$ cat src/sv/sukset_pkg.sv
// ----------------------------------------------------------------------------
// sukset_pkg
// Shared sizes, codes and control types of the sorted unique key set.
// ----------------------------------------------------------------------------
package sukset_pkg;

  localparam int CAPACITY = 64;
  localparam int KEY_BITS = 31;
  localparam int CNT_BITS = $clog2(CAPACITY + 1);
  localparam int IDX_BITS = (CAPACITY > 1) ? $clog2(CAPACITY) : 1;
  // match flags are reduced in groups, one register per group
  localparam int GROUP    = 8;
  localparam int NGROUPS  = (CAPACITY + GROUP - 1) / GROUP;
  localparam int PAD_BITS = NGROUPS * GROUP;

  typedef logic [KEY_BITS-1:0] key_t;
  typedef logic [CNT_BITS-1:0] count_t;
  typedef logic [IDX_BITS-1:0] idx_t;

  typedef enum logic [1:0] {
    FUNC_INSERT = 2'd0,
    FUNC_DELETE = 2'd1,
    FUNC_RANGE  = 2'd2,
    FUNC_LIST   = 2'd3
  } func_t;

  typedef enum logic [2:0] {
    ST_KEY      = 3'd0,
    ST_INSERTED = 3'd1,
    ST_PRESENT  = 3'd2,
    ST_DELETED  = 3'd3,
    ST_ABSENT   = 3'd4,
    ST_FULL     = 3'd5,
    ST_NONE     = 3'd6
  } status_t;

  typedef enum logic [2:0] {
    S_IDLE,
    S_CMP,
    S_RED,
    S_DEC,
    S_SCAN,
    S_FIN
  } state_t;

  typedef enum logic [2:0] {
    CELL_HOLD,
    CELL_COMPARE,
    CELL_INSERT,
    CELL_DELETE,
    CELL_ROTATE
  } cell_op_t;

  // broadcast control to every cell of the chain
  typedef struct packed {
    cell_op_t op;
    key_t     key;
  } cell_ctl_t;

endpackage

$ cat src/sv/sukset_cell.sv
// ----------------------------------------------------------------------------
// sukset_cell
// One slot of the sorted chain: holds a key, compares it with the broadcast
// key, and on insert, delete and rotate takes a neighbor's or the broadcast key.
// ----------------------------------------------------------------------------
module sukset_cell (
  input  logic                  clk,
  input  sukset_pkg::cell_ctl_t ctl,
  input  sukset_pkg::key_t      left_key,
  input  sukset_pkg::key_t      right_key,
  input  logic                  left_ge,
  input  logic                  occ,
  output sukset_pkg::key_t      stored,
  output logic                  ge,
  output logic                  eq
);

  // key slot and registered compare flags
  always_ff @(posedge clk) begin
    case (ctl.op)
      sukset_pkg::CELL_COMPARE: begin
        ge <= !(occ && (stored < ctl.key));
        eq <= occ && (stored == ctl.key);
      end
      sukset_pkg::CELL_INSERT: begin
        // cells above the insertion point shift up by one; the insertion point takes the key
        if (left_ge) begin
          stored <= left_key;
        end else if (ge) begin
          stored <= ctl.key;
        end
      end
      sukset_pkg::CELL_DELETE: begin
        // cells from the matching slot upward shift down by one
        if (ge) begin
          stored <= right_key;
        end
      end
      sukset_pkg::CELL_ROTATE: begin
        stored <= right_key;
      end
      default: begin
      end
    endcase
  end

endmodule

$ cat config.mk
export PLATFORM = sky130hd
export DESIGN_NAME = sukset_cell
export DESIGN_NICKNAME = d
export VERILOG_FILES = /design/src/sv/sukset_pkg.sv /design/src/sv/sukset_cell.sv
export SDC_FILE = /design/constraint.sdc
export NUM_CORES = 1
export LEC_CHECK = 0
export ABC_AREA = 1
export BUFFER_PORTS_ARGS = -buffer_cell sky130_fd_sc_hd__buf_2
export CAP_MARGIN = 40
export CORE_MARGIN = 1.5
export CORE_UTILIZATION = 42
export DETAILED_ROUTE_END_ITERATION = 10
export GPL_TIMING_DRIVEN = 0
export PLACE_DENSITY = 0.81
export SETUP_SLACK_MARGIN = 0.15
export SLEW_MARGIN = 40
export SYNTH_ARGS = -nofsm -noshare
export SYNTH_HDL_FRONTEND = slang
export SYNTH_SLANG_ARGS = --single-unit
$ cat constraint.sdc
create_clock -name clk -period 1.52 [get_ports clk]
set_input_delay 0.228 -clock clk [delete_from_list [all_inputs] [get_ports clk]]
set_output_delay 0.228 -clock clk [all_outputs]
set_load 0.01 [all_outputs]
==> impl_metrics.json <==
{
  "grt_pass1_wl_mm": 11.3,
  "vias": 2813,
  "wl_mm": 7.54,
  "path_class": "flop to flop",
  "rsz0062_at_grt": "yes",
  "yosys_register_bits": 33,
  "outcome": "completed",
  "skew_ps": 6.18,
  "firstDrtPassIters": 4,
  "via_per_inst": 5.00,
  "clockBufferDepth": 2,
  "grt_usage_pct": 22.3,
  "setup_ws_ps": 14.3,
  "hp-class": "input pin to flop",
  "clkLatencyLatePin_ps": 290,
  "fin_crit_sh_pct": 99.1,
  "hold_buffers": 0,
  "power_density_mw_per_mm2": 711,
  "holdWs_ps": 268,
  "cts_tree": "built",
  "grt_pass1_vias": 2643,
  "drc_errors": 0,
  "min_period_ps": 1510,
  "synth_warnings": 0,
  "slew_violations": 0,
  "initialDrtViolationCount": 137,
  "max_slew_margin_pct": 62.3,
  "fp.dieW_um": 81.7,
  "syn_area_per_cell_sq_um": 7.52,
  "cp.arrival_ps": 1670,
  "dieArea_sq_mm": 0.00668,
  "die_h_um": 81.7,
  "syn_inst": 346,
  "clkTransAtPathRegs_ps": 70,
  "yosysUniqueCellTypes": 19,
  "final-hold-violation-count": 0,
  "dp_slack_ps": -201,
  "nNetsFinal": 617,
  "overflow": 0,
  "drive_above_1_share_pct": 35.5,
  "io_pins": 132,
  "antenna_left": 0,
  "tightestPinTransition_ps": 565,
  "routabilityCongestion": 0.827,
  "areaGrowthSynthToFinish_pct": 39.4,
  "cap_viol_max_count": 0,
  "place_hpwl_mm": 5.63,
  "synth_area_sq_mm": 0.00260,
  "grt_start_max_net_pins": 17,
  "clkSinkCount": 33,
  "htree_num_levels": 2,
  "syn-num-nets": 476,
  "mostFrequentLayoutCells": "133 x buf_2, 106 x nand2_1, 52 x inv_1",
  "seq_area_frac_synth_pct": 38.1,
  "yosysTopAreaCellShare_pct": 38.1,
  "setup_violations": 0,
  "core_area_sq_mm": 0.00596,
  "p_leak_nw": 1.89,
  "wl_per_cell_um": 13.4,
  "crit_path_start_kind": "flop",
  "yosysTopAreaCell": "edfxtp_1",
  "antenna_found_initial": 0,
  "critPathRequiredTime_ps": 1680,
  "vdd_drop_max_uv": 355,
  "worstPathMaxFanout": 2,
  "rows": 28,
  "netlist_top_cells_area": "edfxtp_1 38%, nand2_1 16%, ha_1 15%, inv_1 7.6%, a31oi_1 7.5%",
  "cts_root_buffer": "clkbuf_8",
  "initial_core_util_pct": 43.7,
  "final_common_cell": "buf_2",
  "cts_buffers": 5,
  "antennaDiodeCount": 0,
  "clock.fmax_mhz": 664,
  "crit_path_end_kind": "flop",
  "io_buffers": 131,
  "report.power.total_mw": 2.58
}
-- synth_stat cells --
master    instances
nand2_1         112
inv_1            53
nor2_1           47
edfxtp_1         33
a31oi_1          31
ha_1             31
a21oi_1           9
nand3_1           6
buf_6             4
clkbuf_1          4
nor3_1            4
nand4_1           3
buf_2             2
buf_4             2
a21o_1            1
inv_4             1
nand2_2           1
nand3_2           1
o21ai_0           1
-- state kept, by name, indices dropped and copies added (netlist names) --
signal	count
eq	1
ge	1
stored	31
-- metal layers --
metal / share of wire (%) / vias to the layer above / track usage, %
li1: - / 1413 / -
met1: 43 / 1292 / 27.1
met2: 50 / 95 / 39.0
met3: 4.8 / 13 / 3.00
met4: 2.1 / 0 / 9.83
met5: 0 / - / 0
-- worst max-delay path, stage by stage (launching register included) --
cell,delay (ps)
edfxtp_1,440
ha_4,290
nand2_1,70
nor2_1,210
nand2_1,80
nand2_1,80
nand2_1,50
nand2_1,60
nand2_1,50
nand2_1,60
-- metrics by stage --
step	instance area, sq um	util (%)	instances	setup TNS [ps]
5_1_grt	3630	60.9	563	-64.8
6_report	3630	60.9	563	0
4_1_cts	3470	58.2	561	-17.1
2_1_floorplan	2610	-	346	0
3_3_place_gp	3350	56.3	552	-4320
3_5_place_dp	3350	56.3	552	-6230
-- where the power goes --
group	switching [mW]	internal, mW	leakage [nW]	total (mW)
registers	0.0395	1.09	0.309	1.13
clock network	0.343	0.309	0.0430	0.652
logic	0.438	0.357	1.54	0.795
total	0.820	1.76	1.89	2.58
-- kinds of logic after synthesis --
family	Yosys count	share of synthesized area [%]
AND/OR/NAND/NOR	174	26.2
buffers and inverters	66	11.2
AO/OA/AOI/OAI	42	9.66
flip-flops	33	38.1
adder cells (fa/ha/maj)	31	14.9
-- repair_timing --
item / CTS / global route
pin swaps: 5 / 6
buffers inserted: 0 / 2
gates resized for setup: 5 / 20
endpoints found under the setup margin: 33 / 33
cloned: 1 / 0
-- path summary, 6_finish.rpt --
check / startpoint / endpoint / slack, ps / cells past startpoint
hold reg to reg: stored[23] / ge / 890 / 5
setup / recovery: stored[6] / ge / 10 / 9
setup reg to reg: stored[6] / ge / 10 / 9
hold / removal: ctl[32] / ge / 270 / 2
-- final cells by class --
cell class	instances	area, sq um
multi-input combinational	248	1500
tap	75	93.8
timing repair buffer	133	671
fill	538	2330
buffer	12	85.1
clock inverter	3	12.5
sequential	33	991
inverter	54	205
clock buffer	5	68.8
No activity file was read; power rests on OpenSTA's default activity.
